--- src/rtl/chca_pkg.sv ---
// Package for the canonical Huffman code assignment block.
// Item and result payload types, controller commands, state encoding.
// No dependencies.
package chca_pkg;

  localparam int LenW       = 4;   // code length field width
  localparam int HistW      = 9;   // histogram count width (wraps)
  localparam int NextW      = 16;  // next-code width (wraps)
  localparam int HuffW      = 15;  // emitted code width
  localparam int TblDepth   = 16;  // one entry per code length
  localparam int MaxCodeLen = 15;  // last length visited by the prefix walk

  localparam logic CmdCount  = 1'b0;
  localparam logic CmdAssign = 1'b1;

  typedef struct packed {
    logic            cmd;
    logic [LenW-1:0] code_length;
    logic            last;
  } in_item_t;

  typedef struct packed {
    logic [HuffW-1:0] huff_code;
    logic [LenW-1:0]  out_length;
    logic             has_code;
  } out_item_t;

  typedef enum logic {
    StIdle,
    StWalk
  } state_e;

  // controller -> datapath
  typedef struct packed {
    logic            clear_set;   // drop both tables before this count
    logic            count_en;    // bump histogram at the item length
    logic            assign_en;   // hand out a code, register the result
    logic            walk_en;     // one prefix walk step
    logic            walk_first;  // first walk step, running code starts at zero
    logic [LenW-1:0] walk_idx;    // length being written by the walk
  } ctrl_cmd_t;

endpackage

--- src/rtl/chca_ctrl.sv ---
// Controller for the canonical Huffman code assignment block.
// Sequences count / assign items and the prefix walk. Depends on chca_pkg.
module chca_ctrl (
  input  logic                clk_i,
  input  logic                rst_ni,
  input  logic                start_i,
  input  chca_pkg::in_item_t  item_i,
  output logic                busy_o,
  output chca_pkg::ctrl_cmd_t cmd_o
);
  import chca_pkg::*;

  localparam logic [LenW-1:0] WalkLast = LenW'(MaxCodeLen);

  state_e          state_q, state_d;
  logic [LenW-1:0] idx_q, idx_d;
  logic            phase_q, phase_d;   // 1 once an assign item was seen
  logic            accept;

  assign busy_o = (state_q == StWalk);
  assign accept = start_i && !busy_o;

  always_ff @(posedge clk_i or negedge rst_ni) begin
    if (!rst_ni) begin
      state_q <= StIdle;
      idx_q   <= '0;
      phase_q <= 1'b0;
    end else begin
      state_q <= state_d;
      idx_q   <= idx_d;
      phase_q <= phase_d;
    end
  end

  always_comb begin
    state_d = state_q;
    idx_d   = idx_q;
    phase_d = phase_q;
    cmd_o   = '0;
    cmd_o.walk_idx = idx_q;
    unique case (state_q)
      StIdle: begin
        if (accept) begin
          if (item_i.cmd == CmdCount) begin
            cmd_o.clear_set = phase_q;
            cmd_o.count_en  = 1'b1;
            phase_d         = 1'b0;
            if (item_i.last) begin
              state_d = StWalk;
              idx_d   = LenW'(1);
            end
          end else begin
            cmd_o.assign_en = 1'b1;
            phase_d         = 1'b1;
          end
        end
      end
      StWalk: begin
        cmd_o.walk_en    = 1'b1;
        cmd_o.walk_first = (idx_q == LenW'(1));
        if (idx_q == WalkLast) begin
          state_d = StIdle;
        end else begin
          idx_d = idx_q + LenW'(1);
        end
      end
      default: state_d = StIdle;
    endcase
  end

endmodule

--- src/rtl/chca_dpath.sv ---
// Datapath for the canonical Huffman code assignment block.
// Length histogram, next-code table, walk accumulator, result register.
// Depends on chca_pkg.
module chca_dpath (
  input  logic                clk_i,
  input  logic                rst_ni,
  input  chca_pkg::ctrl_cmd_t cmd_i,
  input  chca_pkg::in_item_t  item_i,
  output chca_pkg::out_item_t result_o,
  output logic                done_o
);
  import chca_pkg::*;

  logic [HistW-1:0] hist_q [TblDepth];
  logic [NextW-1:0] next_q [TblDepth];
  logic [NextW-1:0] code_q, code_d;

  logic [LenW-1:0]  hist_addr;
  logic [HistW-1:0] hist_rd;
  logic [NextW-1:0] next_rd;
  logic [NextW-1:0] len_mask;
  out_item_t        res_d, res_q;
  logic             done_q;

  // single histogram read port: walk looks one length back, count uses the item
  assign hist_addr = cmd_i.walk_en ? (cmd_i.walk_idx - LenW'(1)) : item_i.code_length;
  assign hist_rd   = hist_q[hist_addr];
  assign next_rd   = next_q[item_i.code_length];
  assign len_mask  = (NextW'(1) << item_i.code_length) - NextW'(1);

  // code[b] = (code[b-1] + count[b-1]) << 1, count of length zero ignored
  always_comb begin
    if (cmd_i.walk_first) begin
      code_d = '0;
    end else begin
      code_d = (code_q + NextW'(hist_rd)) << 1;
    end
  end

  always_comb begin
    res_d            = '0;
    res_d.out_length = item_i.code_length;
    if (item_i.code_length != '0) begin
      res_d.has_code  = 1'b1;
      res_d.huff_code = HuffW'(next_rd & len_mask);
    end
  end

  always_ff @(posedge clk_i or negedge rst_ni) begin
    if (!rst_ni) begin
      for (int i = 0; i < TblDepth; i++) begin
        hist_q[i] <= '0;
        next_q[i] <= '0;
      end
    end else begin
      if (cmd_i.clear_set) begin
        for (int i = 0; i < TblDepth; i++) begin
          hist_q[i] <= '0;
          next_q[i] <= '0;
        end
      end
      if (cmd_i.count_en) begin
        hist_q[item_i.code_length] <= cmd_i.clear_set ? HistW'(1)
                                                      : hist_rd + HistW'(1);
      end
      if (cmd_i.walk_en) begin
        next_q[cmd_i.walk_idx] <= code_d;
      end
      if (cmd_i.assign_en && (item_i.code_length != '0)) begin
        next_q[item_i.code_length] <= next_rd + NextW'(1);
      end
    end
  end

  always_ff @(posedge clk_i) begin
    if (cmd_i.walk_en) begin
      code_q <= code_d;
    end
    if (cmd_i.assign_en) begin
      res_q <= res_d;
    end
  end

  always_ff @(posedge clk_i or negedge rst_ni) begin
    if (!rst_ni) begin
      done_q <= 1'b0;
    end else begin
      done_q <= cmd_i.assign_en;
    end
  end

  assign result_o = res_q;
  assign done_o   = done_q;

endmodule

--- src/rtl/canonical_huffman_code_assign.sv ---
// Canonical Huffman code assignment, DEFLATE style. Top level.
// An assign item's result is registered: it is on result_o with done_o in the cycle after its transfer.
// Throughput: one count or assign item per cycle while idle; a count item marked last holds busy
//   while the prefix walk steps once per code length over the histogram.
// Reset (rst_ni, async): tables zero, count phase, idle. The receiver cannot stall results.
module canonical_huffman_code_assign (
  input  logic                clk_i,
  input  logic                rst_ni,
  input  logic                start,
  output logic                busy,
  input  chca_pkg::in_item_t  item_i,
  output chca_pkg::out_item_t result_o,
  output logic                done_o
);
  import chca_pkg::*;

  ctrl_cmd_t ctrl_cmd;

  // Controller: phase tracking, new-set detection, walk sequencing.
  chca_ctrl u_ctrl (
    .clk_i  (clk_i),
    .rst_ni (rst_ni),
    .start_i(start),
    .item_i (item_i),
    .busy_o (busy),
    .cmd_o  (ctrl_cmd)
  );

  // Datapath: both tables, running walk code, result register.
  chca_dpath u_dpath (
    .clk_i   (clk_i),
    .rst_ni  (rst_ni),
    .cmd_i   (ctrl_cmd),
    .item_i  (item_i),
    .result_o(result_o),
    .done_o  (done_o)
  );

  // Every result strobe follows an assign transfer.
  a_done_after_assign: assert property (@(posedge clk_i) disable iff (!rst_ni)
    done_o |-> $past(start && !busy && (item_i.cmd == CmdAssign)))
    else $error("result strobe without an assign transfer");

  // The walk only starts after a last count transfer.
  a_walk_after_last: assert property (@(posedge clk_i) disable iff (!rst_ni)
    $rose(busy) |-> $past(start && (item_i.cmd == CmdCount) && item_i.last))
    else $error("walk started without a last count transfer");

  // Length zero never carries a code.
  a_zero_len_no_code: assert property (@(posedge clk_i) disable iff (!rst_ni)
    (done_o && result_o.has_code) |-> (result_o.out_length != '0))
    else $error("code issued for length zero");

  // No result can appear while the walk runs.
  a_no_result_in_walk: assert property (@(posedge clk_i) disable iff (!rst_ni)
    (busy && $past(busy)) |-> !done_o)
    else $error("result during prefix walk");

endmodule
--- config.mk ---
export PLATFORM = sky130hd
export DESIGN_NAME = canonical_huffman_code_assign
export DESIGN_NICKNAME = d
export VERILOG_FILES = /design/src/rtl/chca_pkg.sv /design/src/rtl/chca_ctrl.sv /design/src/rtl/chca_dpath.sv /design/src/rtl/canonical_huffman_code_assign.sv
export SDC_FILE = /design/constraint.sdc
export NUM_CORES = 1
export LEC_CHECK = 0
export ABC_CLOCK_PERIOD_IN_PS = 8310
export BUFFER_PORTS_ARGS = -buffer_cell sky130_fd_sc_hd__buf_4
export CORE_ASPECT_RATIO = 1.5
export CORE_MARGIN = 1.5
export CORE_UTILIZATION = 57
export CTS_CLUSTER_DIAMETER = 200
export DETAILED_ROUTE_END_ITERATION = 10
export HOLD_SLACK_MARGIN = 0.03
export PLACE_DENSITY_LB_ADDON = 0.1
export SYNTH_ARGS = -nofsm -noshare
export SYNTH_HDL_FRONTEND = slang
export SYNTH_SLANG_ARGS = --single-unit
--- constraint.sdc ---
create_clock -name clk_i -period 8.31 [get_ports clk_i]
set_input_delay 0 -clock clk_i [delete_from_list [all_inputs] [get_ports clk_i]]
set_output_delay 0 -clock clk_i [all_outputs]
set_load 0.01 [all_outputs]
==> results.txt, run 1 <==
----------------------------------------------------
[Timing]
  Endpoints failing hold ... 3
  Final sum of negative setup slack ... 0 ns
  Slew of the pin with the lowest slew margin ... 1.35 ns
  Clock tree skew after final layout ... 0.0389 ns
  Setup repair after global routing missed its margin ... no
  Count of endpoints failing setup in the final report ... 0
  Fin crit share ... 75.8%
  Fin crit period ... 6.30 ns
  Max_slew headroom ... 9.88%
  Worst hold slack ... -0.00886 ns
  Highest achievable clock rate ... 159 MHz
  Final slew viol count ... 0

[Logic synthesis]
  Synth warnings ... 0
  Mean area per synthesized cell ... around 10 sq um
  Flip-flop and latch count after synthesis ... 424
  Async set or reset register ratio after synthesis ... 92.2%
  Post-Synthesis Cell Area ... approximately 22000 sq um
  Net Count, Synth ... around 2200
  Cell count after synthesis ... 2149
  Main flop type after synthesis ... dfrtp_1
  Sequential fraction of the synthesis area ... between 40% and 50%
  Yosys cell types ... 66
  Post-synth EDFFs ... 33

[Routing]
  Drt drc ... 0
  Number of nets still failing antenna checks after routing ... 0
  Number of violations reported at the end of detailed-routing iteration 0 ... 2540
  Via count ... 18979
  Number of vias per cell ... 7.22
  Length of the first detailed-routing pass in iterations ... 8
  Drt wl/cell ... 29.6 um
  Post-Route WL ... 77.9 mm

[Finish]
  Post-route core utilization ... 63.5%
  Number of antenna cells inserted ... 0
  Area overhead of the layout relative to synthesis ... 9.31%
  Number of nets at the end of the flow ... 2130
  Fill cells ... 3012
  Proportion of layout cells with a drive suffix above 1 ... 14.2%

[Worst setup path]
  Sort of element at the end of the critical path ... register
  Slowest library cell on the worst path ... xnor2_1
  Class of the most critical setup path ... reg -> reg
  Cell family contributing the most delay on the critical path ... compound AO/OA/AOI/OAI gates
  Crit path buf inv count ... 3
  Maximum cell stage delay along the critical path ... ~0.98 ns
  Worst setup SP type ... register
  WP data arrival ... between 6 and 7 ns
  Cell depth of the worst setup path ... 20
  Largest driver fanout on the critical path ... 61
  Crit path cell chain ... buf_4 -> inv_1 -> ha_1 -> and2_1 -> buf_4 -> a22oi_1 -> a21oi_1 -> nor2_1 -> a211oi_1 -> nor2_1 -> ha_1 -> a21oi_1 -> nor2b_1 -> o21a_1 -> nor3_1 -> o21bai_1 -> nand3_1 -> xnor2_1 -> nand2_1 -> a221oi_1
  Cell depth of the worst flop-to-flop path ... 20
  Critical Path RT ... 8.80 ns

[Floorplanning]
  Core footprint ... 37800 sq um
  Starting density of the core ... 58.1%
  Top Ports ... 31
  Height of the chip ... 243 um
  Standard-cell rows ... 87
  Chip width ... 163 um
  Die Footprint ... roughly 40000 sq um

[Clocking]
  Clock tree from TritonCTS ... yes
  Maximum root-to-sink buffer count ... 3
  Number of H-tree levels ... 2
  CTS clock-pin slew for the worst setup and hold paths ... 0.07 ns
  Clock tree sinks ... ~420
  Clock tree root buffer cell ... clkbuf_16
  Source-to-sink clock delay at the later pin of the worst-skew pair ... 0.59 ns
  Number of buffers created by CTS ... 43

[Power and ir drop]
  Power density relative to cell area ... around 430 nW/um^2
  Worst-case vdd ir drop ... 0.000357 V
  Leakage power ... ~10 nW

[Run]
  Number of max-capacitance violations reported ... 0

[Hold path]
  Worst min-delay path category ... in -> async

[Placement]
  Quantity of I/O buffers inserted on ports ... 30
  Half-perimeter wire length of the detailed placement result ... 51.0 mm
  Last weighted congestion value of the routability-driven placer ... 0.971

[GRT]
  Wire length of the first global-routing pass ... between 100 and 150 mm
  Pin count of the biggest net entering global routing ... 162
  Vias in the first global route ... 18846
  GRT Total Usage ... between 30 and 40%
  Initial antenna violation count ... 1
  GR Overflow Total ... 0

[Run status]
  Outcome ... finished with violations
  Violated checks ... negative hold slack

----------------------------------------------------
-- layout by cell type, fill, tap and decap left out, types with 5 or more instances in the layout --
| cell type | instances |
|---|---|
| a211oi_1 | 17 |
| a21o_1 | 6 |
| a21oi_1 | 174 |
| a21oi_2 | 11 |
| a221oi_1 | 164 |
| a22o_1 | 33 |
| a22oi_1 | 63 |
| a31oi_1 | 5 |
| a32o_1 | 7 |
| and2_1 | 23 |
| buf_4 | 77 |
| clkbuf_16 | 43 |
| clkbuf_8 | 9 |
| clkinv_2 | 13 |
| dfrtp_1 | 391 |
| dlygate4sd3_1 | 6 |
| edfxtp_1 | 33 |
| ha_1 | 15 |
| inv_1 | 23 |
| mux2i_1 | 7 |
| mux4_2 | 82 |
| nand2_1 | 263 |
| nand2b_1 | 63 |
| nand3_1 | 26 |
| nand4_1 | 6 |
| nor2_1 | 192 |
| nor2_2 | 21 |
| nor2b_1 | 14 |
| nor3_1 | 30 |
| nor3_2 | 6 |
| o21ai_0 | 156 |
| o21ai_1 | 21 |
| o22ai_1 | 29 |
| o31ai_1 | 6 |
| xnor2_1 | 13 |
| xnor2_2 | 8 |
| xor2_1 | 11 |
-- flip-flops by register name (all words and copies together) (netlist names) --
register	flops
u_dpath.code_q	13
u_dpath.result_o	20
u_dpath.done_o	1
u_ctrl.busy_o	1
u_ctrl.phase_q	1
u_dpath.next_q	240
u_dpath.hist_q	144
u_ctrl.idx_q	4
-- through the flow --
step	setup slack (ns)	power, W	instances	cell area, sq um
2_1_floorplan	3.78	0.00656	2149	21900
3_3_place_gp	2.37	0.00807	2543	22500
3_5_place_dp	2.16	0.00818	2543	22500
4_1_cts	2.14	0.0102	2629	24000
5_1_grt	1.54	0.0108	2629	24000
6_report	2.01	0.0104	2629	24000
-- synthesized netlist by cell type, types with 33 or more instances --
cell type    n  share of area (%)
a221oi_1   164                6.5
nor2_1     212                3.6
a21oi_1    174                4.0
o21ai_0    156                3.6
clkbuf_1   119                2.0
edfxtp_1    33                4.5
nand2_1    263                4.5
a22oi_1     63                2.2
nor3_1      36               0.82
dfrtp_1    391                 45
mux4_2      82                8.4
nand2b_1    63                1.8
a22o_1      33                1.3
-- per-layer routing --
layer	global-route usage (%)	wire length, um
met1	46.9	26300
met2	63.3	36600
met3	7.15	7140
met4	32.4	7780
met5	0	13
-- repair_timing --
item	4_1_cts	5_1_grt
hold buffers	6	0
gates resized for setup	0	0
buffers inserted	0	0
hold endpoints to repair	86	0
-- cell families after synthesis --
family | synth area share, %
adders and majority gates | 0.947
and+or+nand+nor | 13.8
buffers and inverters | 4.12
muxes | 8.85
AOI/OAI and AO/OA | 21.5
DFF | 49.1
xor gates and xnor gates | 1.63
-- area by class of cell --
cell class / instances / area (sq um) / area share (%)
clock inverters: 25 / 243 / 1.01
clock buffers: 55 / 1210 / 5.05
well taps: 489 / 612 / 2.55
repair buffers: 86 / 684 / 2.85
inverters: 24 / 90.1 / 0.376
multi-input cells: 1526 / 10400 / 43.2
flip-flops and latches: 424 / 10800 / 44.9
-- report_power, final --
group | internal, W | switching [W] | leakage [nW]
clock | 0.00116 | 0.000863 | 0.738
sequential | 0.00284 | 0.000458 | 5.55
combinational | 0.00164 | 0.00340 | 3.78
total | 0.00564 | 0.00472 | 10.1
-- path summary, 6_finish.rpt --
path / startpoint / endpoint / slack, ns
min reg2reg: u_dpath.hist_q[143] / u_dpath.hist_q[143] / 0.48
max in group asynchronous: rst_ni / u_dpath.next_q[184] / 6.81
max reg2reg: u_ctrl.idx_q[0] / u_dpath.next_q[220] / 2.01
min in group clk_i: item_i[5] / u_ctrl.idx_q[3] / 0.08
min: rst_ni / u_dpath.hist_q[8] / -0.009
max: u_ctrl.idx_q[0] / u_dpath.next_q[220] / 2.01
Power figures use the tool's default switching activity.
==> run 2: changes to the inputs <==
Settings changed: ABC_AREA set to 1, ABC_CLOCK_PERIOD_IN_PS 8310 to 5950.
Clock period 8.31 ns to 5.95 ns, I/O delays scaled along.
==> run 2 against run 1 <==
Compared with the run above:
- the flow now finishes without violations
- synthesized cell count rose by 52%
- non-clock buffer count rose by 16
- combinational power rose by 57%
- via count rose by 31%
- die area rose by 10%
- clock-buffer cell count rose by 7
- maximum frequency rose by 22%
- sequential share of layout area fell by 3.9 points
- highest routed layer unchanged
==> results.txt, run 2 <==
----------------------------------------------------
[Floorplanning]
  Height of the chip ... 255 um
  Core footprint ... 41900 sq um
  Chip width ... 171 um
  Die Footprint ... 43700 sq um
  Top Ports ... 31
  Starting density of the core ... 57.7%
  Standard-cell rows ... 92

[Clocking]
  Clock tree from TritonCTS ... yes
  Number of H-tree levels ... 2
  CTS clock-pin slew for the worst setup and hold paths ... around 0.07 ns
  Number of buffers created by CTS ... 44
  Maximum root-to-sink buffer count ... 3
  Total of cells resized after clock tree synthesis ... 0
  Setup Buffers After CTS ... 0
  Clock tree sinks ... roughly 420
  Source-to-sink clock delay at the later pin of the worst-skew pair ... between 0.5 and 0.6 ns
  Clock tree root buffer cell ... clkbuf_16

[Routing]
  Number of vias per cell ... 6.58
  Length of the first detailed-routing pass in iterations ... 6
  Post-Route WL ... 93.2 mm
  Number of violations reported at the end of detailed-routing iteration 0 ... 3124
  Number of nets still failing antenna checks after routing ... 0
  Drt wl/cell ... 24.6 um
  Drt drc ... 0
  Via count ... 24933

[Worst setup path]
  Sort of element at the end of the critical path ... register
  Worst setup SP type ... register
  Startpoint of the most critical setup path ... u_ctrl.busy_o
  WP data arrival ... 5.65 ns
  Critical Path RT ... 6.43 ns
  Largest driver fanout on the critical path ... 43
  Class of the most critical setup path ... reg -> reg
  RR Startpoint ... u_ctrl.busy_o

[Run]
  Number of max-capacitance violations reported ... 0

[Logic synthesis]
  Top cells by instance count after synthesis ... nand2_1, nand3_1, dfrtp_1
  Cell count after synthesis ... 3273
  Area share of the largest cell type after synthesis ... 40.4%
  Cell taking the most area after synthesis ... dfrtp_1
  Post-synth EDFFs ... 33
  Mean area per synthesized cell ... approximately 7.4 sq um
  Net Count, Synth ... approximately 3300
  Top cells by area, synth ... dfrtp_1, nand2_1, nand3_1
  Library cell with the highest instance count after synthesis ... nand2_1
  Yosys cell types ... 52
  Async set or reset register ratio after synthesis ... slightly above 90%
  Synth warnings ... 0
  Sequential fraction of the synthesis area ... 44.5%
  Main flop type after synthesis ... dfrtp_1
  Flip-flop and latch count after synthesis ... 424
  Post-Synthesis Cell Area ... around 24000 sq um

[Finish]
  Proportion of layout cells with a drive suffix above 1 ... 7.25%
  Fill cells ... 3746
  Leading cell types in the layout, fill and taps excluded ... nand2_1, nand3_1, dfrtp_1
  Most common library cell in the layout ignoring fill and taps ... nand2_1
  Number of nets at the end of the flow ... between 3000 and 4000
  Top reg by flops ... u_dpath.next_q
  Area overhead of the layout relative to synthesis ... 8.56%
  Number of antenna cells inserted ... 0
  Flip-flop count of the largest register, all copies and words added ... 240
  Post-route core utilization ... between 60 and 70%

[Power and ir drop]
  Worst-case vdd ir drop ... 0.000487 V
  Leakage power ... between 10 and 15 nW
  Power density relative to cell area ... 591 nW/um^2

[GRT]
  Vias in the first global route ... 24070
  Wire length of the first global-routing pass ... ~140 mm
  Pin count of the biggest net entering global routing ... 164
  Initial antenna violation count ... 2
  GRT Total Usage ... between 40% and 50%
  GR Overflow Total ... 0

[Placement]
  Quantity of I/O buffers inserted on ports ... 30
  Last weighted congestion value of the routability-driven placer ... 1.04
  Half-perimeter wire length of the detailed placement result ... 59.5 mm

[Timing]
  Fin crit share ... 86.8%
  Fin crit period ... 5.16 ns
  Clock tree skew after final layout ... 0.0180 ns
  Endpoints failing hold ... 0
  Slew of the pin with the lowest slew margin ... 1.31 ns
  Final slew viol count ... 0
  Setup repair after global routing missed its margin ... no
  Highest achievable clock rate ... 194 MHz
  Final sum of negative setup slack ... 0 ns
  Count of endpoints failing setup in the final report ... 0
  Max_slew headroom ... 12.6%

[Hold path]
  Worst min-delay path category ... in -> async

[Run status]
  Outcome ... completed

----------------------------------------------------
-- run 2: through the flow --
| step | cell area (sq um) | hold slack, ns | std cells | setup WS, ns | power (W) |
|---|---|---|---|---|---|
| floorplan | 24200 | -0.296 | 3273 | 2.01 | 0.00959 |
| finish | 26300 | 0.0277 | 3791 | 0.786 | 0.0155 |
| CTS | 26300 | 0.0833 | 3791 | 0.945 | 0.0152 |
| global route | 26300 | 0.103 | 3791 | 0.495 | 0.0163 |
| global placement | 24700 | 0.0797 | 3702 | 1.11 | 0.0121 |
| detailed placement | 24700 | 0.0797 | 3702 | 0.982 | 0.0123 |
-- run 2: where the power goes --
part | internal, W | total, W | leakage (nW) | switching (W)
logic | 0.00199 | 0.00792 | 5.91 | 0.00593
registers | 0.00397 | 0.00465 | 5.56 | 0.000680
clock network | 0.00169 | 0.00295 | 0.733 | 0.00125
total | 0.00765 | 0.0155 | 12.2 | 0.00787
-- run 2: worst paths after layout --
| check | endpoint | depth (start not counted) | slack, ns |
|---|---|---|---|
| setup / recovery | u_dpath.next_q[138] | 20 | 0.79 |
| hold / removal | u_dpath.hist_q[52] | 2 | 0.03 |
| setup reg to reg | u_dpath.next_q[138] | 20 | 0.79 |
| hold reg to reg | u_dpath.hist_q[62] | 2 | 0.49 |
| max in group asynchronous | u_dpath.next_q[20] | 3 | 4.40 |
| min in group clk_i | u_dpath.result_o[4] | 2 | 0.24 |
-- run 2: cell families (layout without fill, tap and decap cells) --
kind of cell	Yosys count	after routing	synth area share, %
AND/OR/NAND/NOR	1515	1515	26.6
AO/OA/AOI/OAI	804	804	19.3
buffers and inverters	509	463	8.55
flip-flops	424	424	44.5
adder cells (fa/ha/maj)	16	16	0.858
XOR/XNOR	5	5	0.181
-- run 2: critical path: stages (launching register included) --
cell,delay (ns)
dfrtp_1,0.60
o21ai_4,1.08
buf_4,0.43
nand2_1,0.09
nand3_1,0.08
nand3_1,0.08
nand3_1,0.13
nand2_1,0.13
inv_1,0.13
ha_1,0.27
nand2_1,0.08
inv_1,0.05
o21ai_0,0.13
nand2_1,0.10
nand2_1,0.08
nand2_1,0.09
xnor2_1,0.29
nor2_1,0.31
clkinv_1,0.38
o211ai_1,0.27
a21boi_0,0.23
-- run 2: area by class of cell --
cell class / instances / area (sq um) / area share (%)
Clock buffer: 62 / 1290 / 4.91
Timing Repair Buffer: 102 / 831 / 3.16
Multi-Input combinational cell: 2340 / 11400 / 43.3
Inverter: 280 / 1060 / 4.04
Clock inverter: 19 / 219 / 0.834
Sequential cell: 424 / 10800 / 41.0
Tap cell: 564 / 706 / 2.69
-- run 2: what timing repair did --
| item | 4_1_cts | 5_1_grt |
|---|---|---|
| endpoints found under the hold margin | 102 | 0 |
| hold buffers | 8 | 0 |
| endpoints found under the setup margin | 0 | 0 |
-- run 2: layer usage --
layer	part of all wire, %	vias to the layer above	track usage [%]
met1	35	11805	48.9
met2	45	1680	66.2
met5	0.033	-	0
li1	-	10890	-
met3	9.6	554	9.29
met4	10	4	38.1
